==> config.mk <==
export PLATFORM = sky130hd
export DESIGN_NAME = dvc_ctrl
export DESIGN_NICKNAME = d
export VERILOG_FILES = /design/src/sv/dvc_pkg.sv /design/src/sv/dvc_ctrl.sv
export SDC_FILE = /design/constraint.sdc
export NUM_CORES = 1
export LEC_CHECK = 0
export BUFFER_PORTS_ARGS = -buffer_cell sky130_fd_sc_hd__buf_2
export CAP_MARGIN = 20
export CORE_AREA = 3 3 40 42
export DETAILED_ROUTE_END_ITERATION = 16
export DIE_AREA = 0 0 43 45
export GPL_TIMING_DRIVEN = 1
export PLACE_DENSITY = 0.36
export SYNTH_ARGS = -nofsm -noshare
export SYNTH_HDL_FRONTEND = slang
export SYNTH_SLANG_ARGS = --single-unit
==> constraint.sdc <==
create_clock -name i_clk -period 0.93 [get_ports i_clk]
set_input_delay 0.1395 -clock i_clk [delete_from_list [all_inputs] [get_ports i_clk]]
set_output_delay 0.1395 -clock i_clk [all_outputs]
set_load 0.01 [all_outputs]
==> src/sv/dvc_pkg.sv <==
`timescale 1ns / 1ps
`default_nettype none

package dvc_pkg;

    // store capacity and derived widths
    localparam int MAX_ITEMS = 1024;
    localparam int VALUE_W   = 30;
    localparam int COUNT_W   = 11;
    localparam int CNT_W     = $clog2(MAX_ITEMS + 1);
    localparam int ADDR_W    = (MAX_ITEMS > 1) ? $clog2(MAX_ITEMS) : 1;

    // controller to datapath commands
    typedef struct packed {
        logic load;
        logic scan;
        logic insert;
        logic emit;
    } t_dp_cmd;

    // datapath to controller status
    typedef struct packed {
        logic hit;
        logic miss;
        logic last;
        logic out_free;
    } t_dp_status;

endpackage

`default_nettype wire

==> src/sv/dvc_ctrl.sv <==
`timescale 1ns / 1ps
`default_nettype none

module dvc_ctrl (
    input  wire logic               i_clk,
    input  wire logic               i_rst_n,
    input  wire logic               i_valid,
    input  wire dvc_pkg::t_dp_status i_status,
    output logic                    o_stall,
    output dvc_pkg::t_dp_cmd        o_cmd
);

    localparam logic [1:0] ST_IDLE   = 2'd0;
    localparam logic [1:0] ST_SCAN   = 2'd1;
    localparam logic [1:0] ST_FINISH = 2'd2;

    logic [1:0] r_state;
    logic [1:0] n_state;

    // next state and commands
    always_comb begin
        n_state      = r_state;
        o_cmd.load   = 1'b0;
        o_cmd.scan   = 1'b0;
        o_cmd.insert = 1'b0;
        o_cmd.emit   = 1'b0;
        unique case (r_state)
            ST_IDLE: begin
                if (i_valid) begin
                    o_cmd.load = 1'b1;
                    n_state    = ST_SCAN;
                end
            end
            ST_SCAN: begin
                o_cmd.scan = 1'b1;
                if (i_status.hit || i_status.miss) begin
                    o_cmd.insert = !i_status.hit;
                    n_state      = i_status.last ? ST_FINISH : ST_IDLE;
                end
            end
            ST_FINISH: begin
                if (i_status.out_free) begin
                    o_cmd.emit = 1'b1;
                    n_state    = ST_IDLE;
                end
            end
            default: begin
                n_state = ST_IDLE;
            end
        endcase
    end

    always_ff @(posedge i_clk) begin
        if (!i_rst_n) begin
            r_state <= ST_IDLE;
        end else begin
            r_state <= n_state;
        end
    end

    assign o_stall = (r_state != ST_IDLE);

    // an item is taken only when idle
    a_load_idle: assert property (@(posedge i_clk) disable iff (!i_rst_n)
        o_cmd.load |-> !o_stall)
        else $error("item taken while busy");

    // the store grows only at the end of a search
    a_insert_scan: assert property (@(posedge i_clk) disable iff (!i_rst_n)
        o_cmd.insert |-> (r_state == ST_SCAN))
        else $error("insert outside a search");

    // a result is loaded only into a free result register
    a_emit_free: assert property (@(posedge i_clk) disable iff (!i_rst_n)
        o_cmd.emit |-> i_status.out_free)
        else $error("result loaded while register busy");

endmodule

`default_nettype wire

=== After elaboration in Yosys (flattened, before gate mapping) ===
Cells that the tools add are included.

* Register bits: 2
* Word-level logic and storage cells: 22
* Output and inout port bits: 5
* Input bits: 7

* Reduce and logical (&&, ||, !) cells: 5
* Equality and inequality tests: 5
* Multiplexer cells: 11

{| class="wikitable"
|+ Operators by type and width
! kind !! number
|-
| $mux 2 || 5
|-
| $ne 2x2->1 const B || 3
|-
| $pmux 2 s3 || 1
|-
| $mux 1 || 5
|-
| $reduce_and 3->1 || 1
|-
| $eq 2x1->1 const B || 1
|-
| $eq 2x2->1 const B || 1
|-
| $logic_not 2->1 || 1
|-
| $reduce_bool 2->1 || 1
|-
| $logic_not 1->1 || 1
|-
| $logic_or 1x1->1 || 1
|}

=== Depth between registers and ports, before layout ===
Gate-level depths: netlist of the first run.

* Depth after elaboration: 3
* Gate-level depth with buffers: 2
* Gate-level depth less buffers: 2

=== Worst setup path after synthesis of the first run ===
No wires, ideal clock.

* Path kind: reg-to-output
* From: register r_state[0]
* To: output o_cmd[1] in the netlist's numbering
* Setup slack: -0.071 ns
* Arrival: 0.861 ns
* Cell stages (with the launch flop): 3
* Data required time: 0.791 ns
* Path buffers: 0
* Cell sequence: dfxtp_1 nor2b_1 and3b_1

{| class="wikitable"
|+ RTL lines
! item !! RTL line !! text
|-
| from (decl) || dvc_ctrl.sv:17 || <nowiki>logic [1:0] r_state;</nowiki>
|-
| from (signal assigned) || dvc_ctrl.sv:57 || <nowiki>r_state <= n_state;</nowiki>
|-
| to (decl) || dvc_ctrl.sv:10 || <nowiki>output dvc_pkg::t_dp_cmd o_cmd</nowiki>
|}

==> results of run 1 <==
[routing by layer]
| metal | track usage | vias to the layer above | routed length, um |
|---|---|---|---|
| met3 | 0.0757 | 0 | 69 |
| met1 | 0.0574 | 75 | 206 |
| met5 | 0 | - | 0 |
| met4 | 0 | 0 | 0 |
| li1 | - | 86 | - |
| met2 | 0.0808 | 10 | 158 |
[cell usage in the layout (no fill, tap or decap)]
cell	n
buf_4	2
a21oi_2	1
or3b_4	1
clkbuf_4	3
dfxtp_2	2
and3b_2	1
nor2b_4	1
a41o_1	1
and4bb_2	1
inv_1	1
nand2b_1	2
buf_2	9
or2_1	2
and3b_1	1
nor2_1	1
buf_6	2
[worst reg2reg max path, cell delays in order (launching register included)]
cell     delay [ps]
dfxtp_2         340
buf_4           110
or3b_4          360
a21oi_2         130
[layout make-up]
type	count	area, um2	share of cell area
Tap cell	15	18.8	0.0685
Clock buffer	3	22.5	0.0822
Inverter	1	3.75	0.0137
Sequential cell	2	42.5	0.155
Timing Repair Buffer	13	82.6	0.301
Multi-Input combinational cell	12	104	0.379
[metrics by stage]
step | setup TNS [ps] | power, mW | cells | utilization | setup WS, ps
2_1_floorplan | 0 | 0.128 | 15 | - | 14.7
3_3_place_gp | -46.6 | 0.159 | 41 | 0.167 | -27.2
3_5_place_dp | -48.7 | 0.160 | 41 | 0.167 | -38.6
4_1_cts | -931 | 0.385 | 46 | 0.211 | -252
5_1_grt | -1280 | 0.418 | 46 | 0.213 | -293
6_report | -966 | 0.379 | 46 | 0.213 | -235
[cells by family after synthesis]
logic type | Yosys count | share of synthesized area
simple gates | 10 | 0.545
buf+inv | 1 | 0.0272
flops | 2 | 0.291
compound gates | 2 | 0.136
[power groups by stage]
stage	clock, mW	sequential, mW	combinational (mW)
after floorplan	0	0.0955	0.0324
after global placement	0	0.0971	0.0619
after detailed placement	0	0.0971	0.0632
after CTS	0.208	0.0966	0.0803
after global routing	0.231	0.0980	0.0891
final	0.201	0.0974	0.0809
[worst min-delay path by stage]
stage | startpoint | endpoint | slack (ps) | cells past startpoint
floorplan | i_rst_n | r_state[0] | 280 | 2
global route | i_status[1] | r_state[1] | 140 | 2
CTS | i_status[1] | r_state[1] | 160 | 2
detailed placement | i_status[1] | r_state[1] | 390 | 2
finish | i_status[1] | r_state[1] | 160 | 2
global placement | i_status[1] | r_state[1] | 390 | 2
[what timing repair did]
action	4_1_cts	5_1_grt
endpoints found under the hold margin	0	0
cloned	0	0
endpoints found under the setup margin	6	7
setup buffers	2	0
gates resized for setup	5	1
pin swaps	2	1
==> results.md, run 1 <==
- Run status: complete, but fails checks
- Failing checks: negative setup slack
- Sw Share: 0.252
- Net count reported at finish: 40
- Number of buffers added to fix hold violations after cts: 0
- Crit path max fanout: 4
- Ports placed on the boundary: 12
- Area growth syn-to-layout: 99.1%
- Clk network pwr share: 0.529
- Drt total wl: 434 um
- Setup crit end: o_cmd[3]
- LEAKAGE: 0.150 nW
- Part of the cycle the worst path needs: 1.25
- CP peak stage delay: 320 ps
- Die Wd: 43 um
- Registers with the most flip-flops: r_state: 2 flops
- Flip-flop count of the largest register, all copies and words added: 2
- Post-DR wirelength/cell: 9.43 um
- Number of cell instances on the worst register-to-register path: 3
- P_int: 0.284 mW
- Synth Instances: 15
- IO buf count: 11
- Net count of the mapped netlist: 22
- Site Rows: 13
- Total global-route track usage: 0.0581
- Final Max Slew Viols: 0
- Via-per-instance ratio: 3.72
- Yosys top cell area share: 0.291
- Total CTS buffers: 3
- Global-route wire length before repair: 752 um
- Share of synthesized registers carrying an async set or reset: 0
- Mean Syn Cell Area: 9.18 um2
- Area enclosed by the die boundary: 1940 um2
- Portion of total power attributed to combinational logic: 0.213
- Synthesis Warnings: 0
- #FFs+latches synth: 2
- Number of buffer and inverter instances along the worst setup path: 1
- Category of cells accounting for the largest share of critical-path delay: simple AND/OR/NAND/NOR gates
- Placed cell area: 214 um2
- Via count of the routed design: 171
- Number of flops mapped to enable cells by yosys: 0
- CTS tree: done
- Remaining DRCs: 0
- Length of the first detailed-routing pass in iterations: 2
- Antenna violations before repair: 0
- Post-synth top area cell: dfxtp_1
- Maximum number of pins on one net before global-route repair: 6
- End of the worst register-to-register path: r_state[0]
- Areal power density over the cells: 1380 nW/um2
- CTS sink cnt: 2
- Max_slew headroom: 0.926
- Worst VDD drop: 583 uV
- Maximum clock insertion buffer count: 2
- Drt initial violations: 2
- Actual slew at the worst max-slew pin: 110 ps
- Switching Power: 0.0953 mW
- Clock transition at path regs: 30 ps
- Design Area, Final: 274 um2
- Via count of the first global-routing pass: 175
- Total standard cell area after synthesis: 138 um2
- CP arrival: 1030 ps
- Setup repair after global routing missed its margin: true
- Antenna diode count: 0
- Proportion of power drawn by flip-flops and latches: 0.257
- Cell types occupying the most area after synthesis: dfxtp_1 29%, and4bb_2 9.1%, nand2b_1 9.1%, or2_1 9.1%, a41o_1 7.3%
- Count of filler cells inserted in the layout: 146
- Number of H-tree levels: 1
- Clock latency at the later pin of the worst-skew pair: 230 ps
- Buffer type at the clock tree root: clkbuf_4
- Initial cell density of the core: 0.107
- Count of different cell masters after synthesis: 12
- Crit start category: flip-flop
- Leading register cell type out of synthesis: dfxtp_1
- Critical path endpoint category: output pin
- Congestion Overflow GR: 0
- Height of the die: 45 um
- Worst min path class: in2reg
- Worst path cell trace: or2_1 -> nor2_1 -> buf_2
- Setup violations, final: 7
- Clock skew after layout: 4.51 ps
- Achievable frequency: 0.859 GHz
- Worst-path cell with the longest stage delay: dfxtp_2
- Register-to-Register Setup Slack: -80 ps
- Worst setup path startpoint: r_state[0]
- Fin crit period: 1160 ps
- Register bank with the most flops: r_state
- Worst Hold Margin: 159 ps
- Hold violation total from the final report: 0
- Critical path start-end classification: reg2out
- Fraction of final layout cells with drive strength greater than 1: 0.742
- Critical path data required time: 790 ps
- Total stage count of the critical path: 3
- Setup ws final: -235 ps
- Remaining antenna violation count: 0
- Most instantiated cells after synthesis: 2 x dfxtp_1, 2 x nand2b_1, 2 x or2_1
- Max-Cap Viols: 0
- Core area: 1280 um2
- Placer's final routability congestion estimate: 0.642
- Critical R2R Launch: r_state[0]
- Fraction of the yosys area taken by sequential cells: 0.291
Note: power is estimated with default switching activity, not from simulation.
==> run 2, diff against run 1 <==
--- a/config.mk
+++ b/config.mk
@@ -7,11 +7,13 @@
 export LEC_CHECK = 0
 export BUFFER_PORTS_ARGS = -buffer_cell sky130_fd_sc_hd__buf_2
 export CAP_MARGIN = 20
+export CELL_PAD_IN_SITES_DETAIL_PLACEMENT = 1
+export CELL_PAD_IN_SITES_GLOBAL_PLACEMENT = 2
 export CORE_AREA = 3 3 40 42
 export DETAILED_ROUTE_END_ITERATION = 16
 export DIE_AREA = 0 0 43 45
 export GPL_TIMING_DRIVEN = 1
-export PLACE_DENSITY = 0.36
+export PLACE_DENSITY = 0.55
 export SYNTH_ARGS = -nofsm -noshare
 export SYNTH_HDL_FRONTEND = slang
 export SYNTH_SLANG_ARGS = --single-unit
==> results.md, run 2 (synthesis gave the netlist of run 1 again) <==
- Run status: complete, but fails checks
- Failing checks: negative setup slack
- Power, Total: 0.367 mW (-3.0%)
- Sum of net half-perimeters after detailed placement: 350 um
- Critical R2R Launch: r_state[0]
- Endpoint with the worst hold slack: r_state[1]
- Net count reported at finish: 40 (unchanged)
- IO buf count: 11 (unchanged)
- Final Max Slew Viols: 0 (unchanged)
- Setup repair after global routing missed its margin: true
- Critical path endpoint category: output pin
- Crit path max fanout: 5 (+1)
- Number of H-tree levels: 1 (unchanged)
- Maximum number of pins on one net before global-route repair: 6 (unchanged)
- Area enclosed by the die boundary: 1940 um2 (unchanged)
- Registers with the most flip-flops: r_state: 2 flops
- Fin crit period: 1130 ps (-33.0 ps)
- Initial cell density of the core: 0.107 (unchanged)
- Clock skew after layout: 4.26 ps (-0.253 ps)
- Clock latency at the later pin of the worst-skew pair: 230 ps (about the same)
- CP arrival: 990 ps (-40 ps)
- Total CTS buffers: 3 (unchanged)
- Remaining antenna violation count: 0 (unchanged)
- Setup ws final: -202 ps (+33.0 ps)
- Via-per-instance ratio: 3.74 (+0.58%)
- Areal power density over the cells: 1340 nW/um2 (-3.0%)
- Setup tns final: -829 ps (+137 ps)
- Max-Cap Viols: 0 (unchanged)
- Buffer type at the clock tree root: clkbuf_4
- Clock transition at path regs: 30 ps (about the same)
- Congestion Overflow GR: 0 (unchanged)
- Actual slew at the worst max-slew pin: 77.1 ps (-33.3 ps)
- Antenna violations before repair: 0 (unchanged)
- Placed cell area: 214 um2 (unchanged)
- Die Wd: 43 um (unchanged)
- Via count of the routed design: 172 (+0.58%)
- Height of the die: 45 um (unchanged)
- Crit start category: flip-flop
- Register bank with the most flops: r_state
- CTS tree: done
- End of the worst register-to-register path: r_state[1]
- CTS sink cnt: 2 (unchanged)
- Placer's final routability congestion estimate: 0.670 (+4.4%)
- Part of the cycle the worst path needs: 1.22 (-0.0355)
- Final core occ: 0.213 (unchanged)
- Drt initial violations: 0 (-2)
- Hold violation total from the final report: 0 (unchanged)
- Hold path startpoint: i_status[1]
- Maximum clock insertion buffer count: 2 (unchanged)
- Critical path data required time: 790 ps (about the same)
- Design Area, Final: 274 um2 (unchanged)
- Core area: 1280 um2 (unchanged)
- LEAKAGE: 0.149 nW (-0.89%)
- Worst VDD drop: 401 uV (-31%)
- Most common cell after layout, fill and taps aside: buf_2
- Number of cells on the worst hold path: 2 (unchanged)
- Antenna diode count: 0 (unchanged)
- Site Rows: 13 (unchanged)
- Critical path start-end classification: reg2out
- Ports placed on the boundary: 12 (unchanged)
- Area growth syn-to-layout: 99.1% (unchanged)
- Worst min path class: in2reg
- Via count of the first global-routing pass: 212 (+21%)
- Total global-route track usage: 0.0631 (+0.00493)
- Flip-flop count of the largest register, all copies and words added: 2 (unchanged)
- Max_slew headroom: 0.949 (+0.0222)
- Global-route wire length before repair: 890 um (+18%)
- Drt total wl: 416 um (-4.1%)
- Setup violations, final: 7 (unchanged)
- Number of cell instances on the worst register-to-register path: 3 (unchanged)
- Remaining DRCs: 0 (unchanged)
- Length of the first detailed-routing pass in iterations: 1 (-1)
- Achievable frequency: 0.884 GHz (+2.9%)
- Fraction of final layout cells with drive strength greater than 1: 0.710 (-0.0323)
- Post-DR wirelength/cell: 9.04 um (-4.1%)
- Register-to-Register Setup Slack: -40 ps (+40 ps)
- Highest-count cells in the layout ignoring fill and taps: 9 x buf_2, 3 x clkbuf_4
## run 2: cell counts in the layout (fill, tap and decap cells not counted)
No cell type changed its count.
## run 2: cell type report
| class | instances | area, um2 |
|---|---|---|
| fillers | 155 | 1010 |
| multi-input cells | 12 | 101 |
| inverters | 1 | 3.75 |
| clock buffers | 3 | 22.5 |
| well taps | 15 | 18.8 |
| flip-flops and latches | 2 | 45.0 |
| repair buffers | 13 | 82.6 |
## run 2: worst max-delay path by stage
stage / to / slack (ps) / start / cells after the start
finish: o_cmd[3] / -200 / r_state[1] / 3
global route: o_cmd[3] / -300 / r_state[1] / 3
CTS: o_cmd[3] / -220 / r_state[1] / 3
detailed placement: o_cmd[1] / -60 / r_state[0] / 3
global placement: o_cmd[1] / -50 / r_state[0] / 3
floorplan: o_cmd[1] / 10 / r_state[0] / 2
## run 2: power breakdown
part / internal, mW / total, mW / leakage, nW / switching [mW]
sequential: 0.0900 / 0.0950 / 0.0175 / 0.00495
clock: 0.143 / 0.194 / 0.0138 / 0.0515
combinational: 0.0472 / 0.0783 / 0.117 / 0.0311
total: 0.280 / 0.367 / 0.149 / 0.0876
## run 2: repair_timing
action                                  in CTS  in global routing
resized for setup                            6                  0
setup buffers                                2                  0
hold buffers                                 0                  0
endpoints found under the setup margin       7                  7
pin swaps                                    1                  0
## run 2: through the flow
| step | setup slack [ps] | hold slack [ps] | cells |
|---|---|---|---|
| 2_1_floorplan | 14.7 | 282 | 15 |
| 3_3_place_gp | -47.6 | 394 | 41 |
| 3_5_place_dp | -63.4 | 399 | 41 |
| 4_1_cts | -218 | 170 | 46 |
| 5_1_grt | -297 | 167 | 46 |
| 6_report | -202 | 174 | 46 |
## run 2: routing by layer
| metal | vias up | track usage | wire length (um) |
|---|---|---|---|
| met2 | 10 | 0.0928 | 161 |
| li1 | 87 | - | - |
| met4 | 0 | 0.0181 | 0 |
| met3 | 0 | 0.0518 | 50 |
| met5 | - | 0 | 0 |
| met1 | 75 | 0.0692 | 205 |
## run 2: worst max-delay path: stages (launching register included)
cell and delay [ps]:
dfxtp_4 350, or2_1 220, nor2_1 80, buf_2 130
==> run 3, diff against run 2 <==
--- a/config.mk
+++ b/config.mk
@@ -9,11 +9,12 @@
 export CAP_MARGIN = 20
 export CELL_PAD_IN_SITES_DETAIL_PLACEMENT = 1
 export CELL_PAD_IN_SITES_GLOBAL_PLACEMENT = 2
-export CORE_AREA = 3 3 40 42
+export CORE_AREA = 2 2 39 41
 export DETAILED_ROUTE_END_ITERATION = 16
-export DIE_AREA = 0 0 43 45
+export DIE_AREA = 0 0 41 43
 export GPL_TIMING_DRIVEN = 1
 export PLACE_DENSITY = 0.55
+export SKIP_LAST_GASP = 1
 export SYNTH_ARGS = -nofsm -noshare
 export SYNTH_HDL_FRONTEND = slang
 export SYNTH_SLANG_ARGS = --single-unit
==> results.md, run 3 (synthesis gave the netlist of run 1 again) <==
- Worst path cell trace: or2_1 -> nor2_1 -> buf_2
- Number of H-tree levels: 1 (unchanged)
- Worst-path cell with the longest stage delay: dfxtp_4
- End of the worst register-to-register path: r_state[1]
- Number of buffers added to fix hold violations after cts: 0 (unchanged)
- Clock skew after layout: 2.81 ps (-1.45 ps)
- Hold path startpoint: i_status[1]
- Run status: complete, but fails checks
- Core area: 1380 um2 (+7.7%)
- Die Wd: 41 um (-4.7%)
- Critical R2R Launch: r_state[0]
- Ports placed on the boundary: 12 (unchanged)
- Register bank with the most flops: r_state
- Number of buffer and inverter instances along the worst setup path: 1 (unchanged)
- Placer's final routability congestion estimate: 0.628 (-6.3%)
- Global-route wire length before repair: 634 um (-29%)
- Critical path data required time: 790 ps (about the same)
- Via-per-instance ratio: 3.65 (-2.3%)
- Clock latency at the later pin of the worst-skew pair: 220 ps (about the same)
- Via count of the routed design: 168 (-2.3%)
- Design Area, Final: 268 um2 (-2.3%)
- Fin crit period: 1140 ps (+6.84 ps)
- Failing checks: negative setup slack
- Maximum number of pins on one net before global-route repair: 7 (+1)
- Sum of net half-perimeters after detailed placement: 313 um (-11%)
- LEAKAGE: 0.144 nW (-3.5%)
- Placed cell area: 223 um2 (+4.1%)
- Site Rows: 14 (+1)
- Worst VDD drop: 345 uV (-14%)
- Crit start category: flip-flop
- Max_slew headroom: 0.945 (-0.00378)
- Area growth syn-to-layout: 94.5%
- Setup ws final: -209 ps (-6.84 ps)
- Post-placement worst setup slack: -37.6 ps (+25.7 ps)
- Number of cell instances on the worst register-to-register path: 3 (unchanged)
- Areal power density over the cells: 1330 nW/um2 (-0.70%)
- Hold violation total from the final report: 0 (unchanged)
- Setup repair after global routing missed its margin: true
- Buffer type at the clock tree root: clkbuf_4
- Most common cell after layout, fill and taps aside: buf_2
- Max-Cap Viols: 0 (unchanged)
- Length of the first detailed-routing pass in iterations: 1 (unchanged)
- Post-DR wirelength/cell: 8.70 um (-3.8%)
- Total global-route track usage: 0.0591 (-0.00395)
- CTS sink cnt: 2 (unchanged)
- Registers with the most flip-flops: r_state: 2 flops
- Area enclosed by the die boundary: 1760 um2 (-8.9%)
- Count of filler cells inserted in the layout: 170 (+9.7%)
- Critical path endpoint category: output pin
- Power, Total: 0.357 mW (-3.0%)
- Drt total wl: 400 um (-3.8%)
- Flip-flop count of the largest register, all copies and words added: 2 (unchanged)
- Height of the die: 43 um (-4.4%)
- Via count of the first global-routing pass: 164 (-23%)
- Remaining DRCs: 0 (unchanged)
- Congestion Overflow GR: 0 (unchanged)
- Category of cells accounting for the largest share of critical-path delay: flip-flops
- Setup violations, final: 5 (-2)
- Remaining antenna violation count: 0 (unchanged)
- Crit path max fanout: 5 (unchanged)
- Initial cell density of the core: 0.0995 (-0.00765)
- Fraction of final layout cells with drive strength greater than 1: 0.700 (-0.00968)
- IO buf count: 11 (unchanged)
- Clock transition at path regs: 30 ps (about the same)
- Register-to-Register Setup Slack: 30 ps (+70 ps)
- CTS tree: done
- Endpoint with the worst hold slack: r_state[1]
- Antenna violations before repair: 0 (unchanged)
- Total CTS buffers: 3 (unchanged)
- Number of cells on the worst hold path: 2 (unchanged)
- Highest-count cells in the layout ignoring fill and taps: 9 x buf_2, 3 x clkbuf_4, 2 x or2_1, 2 x nand2b_1, 2 x buf_6
- Final Max Slew Viols: 0 (unchanged)
- CP arrival: 1000 ps (about the same)
- CP peak stage delay: 350 ps (about the same)
- Achievable frequency: 0.878 GHz (-0.60%)
- Worst min path class: in2reg
- Maximum clock insertion buffer count: 2 (unchanged)
- Drt initial violations: 0 (unchanged)
- Part of the cycle the worst path needs: 1.22 (+0.00736)
- Critical path start-end classification: reg2out
- Net count reported at finish: 39 (-2.5%)
- Actual slew at the worst max-slew pin: 82.8 ps (+5.66 ps)
- Antenna diode count: 0 (unchanged)
==> run 3: changes by cell type in the layout (fill, tap and decap cells not counted) <==
cell	previous run	this run
buf_4	2	1
==> run 3: worst max path at each step <==
| stage | to | startpoint | slack, ps | depth (start not counted) |
|---|---|---|---|---|
| after CTS | o_cmd[1] | r_state[0] | -220 | 3 |
| after global routing | o_cmd[3] | r_state[0] | -300 | 3 |
| after detailed placement | o_cmd[1] | r_state[0] | -40 | 3 |
| final | o_cmd[3] | r_state[1] | -210 | 3 |
| after global placement | o_cmd[1] | r_state[0] | -20 | 3 |
| after floorplan | o_cmd[1] | r_state[0] | 10 | 2 |
==> run 3: cell type report <==
cell class / instances / area, um2 / area share
clock buffers: 3 / 22.5 / 0.0841
inverters: 1 / 3.75 / 0.0140
multi-input cells: 12 / 101 / 0.379
flip-flops and latches: 2 / 45.0 / 0.168
well taps: 16 / 20.0 / 0.0748
repair buffers: 12 / 75.1 / 0.280
==> run 3: worst register-to-register path, stage by stage (launching register included) <==
cell	delay, ps
dfxtp_2	320
nor2b_4	120
buf_4	130
a41o_1	210
==> run 3: through the flow <==
step | util | TNS [ps] | hold slack [ps] | std cells
after CTS | 0.193 | -870 | 153 | 46
final | 0.193 | -776 | 161 | 46
after global placement | 0.161 | -34.8 | 385 | 43
after floorplan | - | 0 | 282 | 15
after detailed placement | 0.161 | -79.3 | 398 | 43
after global routing | 0.193 | -1210 | 159 | 46
==> run 3: repair_timing <==
item                                    in CTS  in global routing
endpoints found under the setup margin       7                  7
buffers inserted                             0                  0
gates resized for setup                      6                  0
pin swaps                                    1                  0
==> run 3: metal layers <==
metal | GRT usage | part of all wire
met5 | 0 | 0
met2 | 0.0531 | 0.41
met3 | 0.0314 | 0.14
met1 | 0.0767 | 0.46
met4 | 0.0800 | 0
==> run 3: power breakdown <==
part / total (mW) / switching [mW] / internal, mW
Clock: 0.187 / 0.0452 / 0.142
Combinational: 0.0737 / 0.0299 / 0.0437
Sequential: 0.0957 / 0.00564 / 0.0901
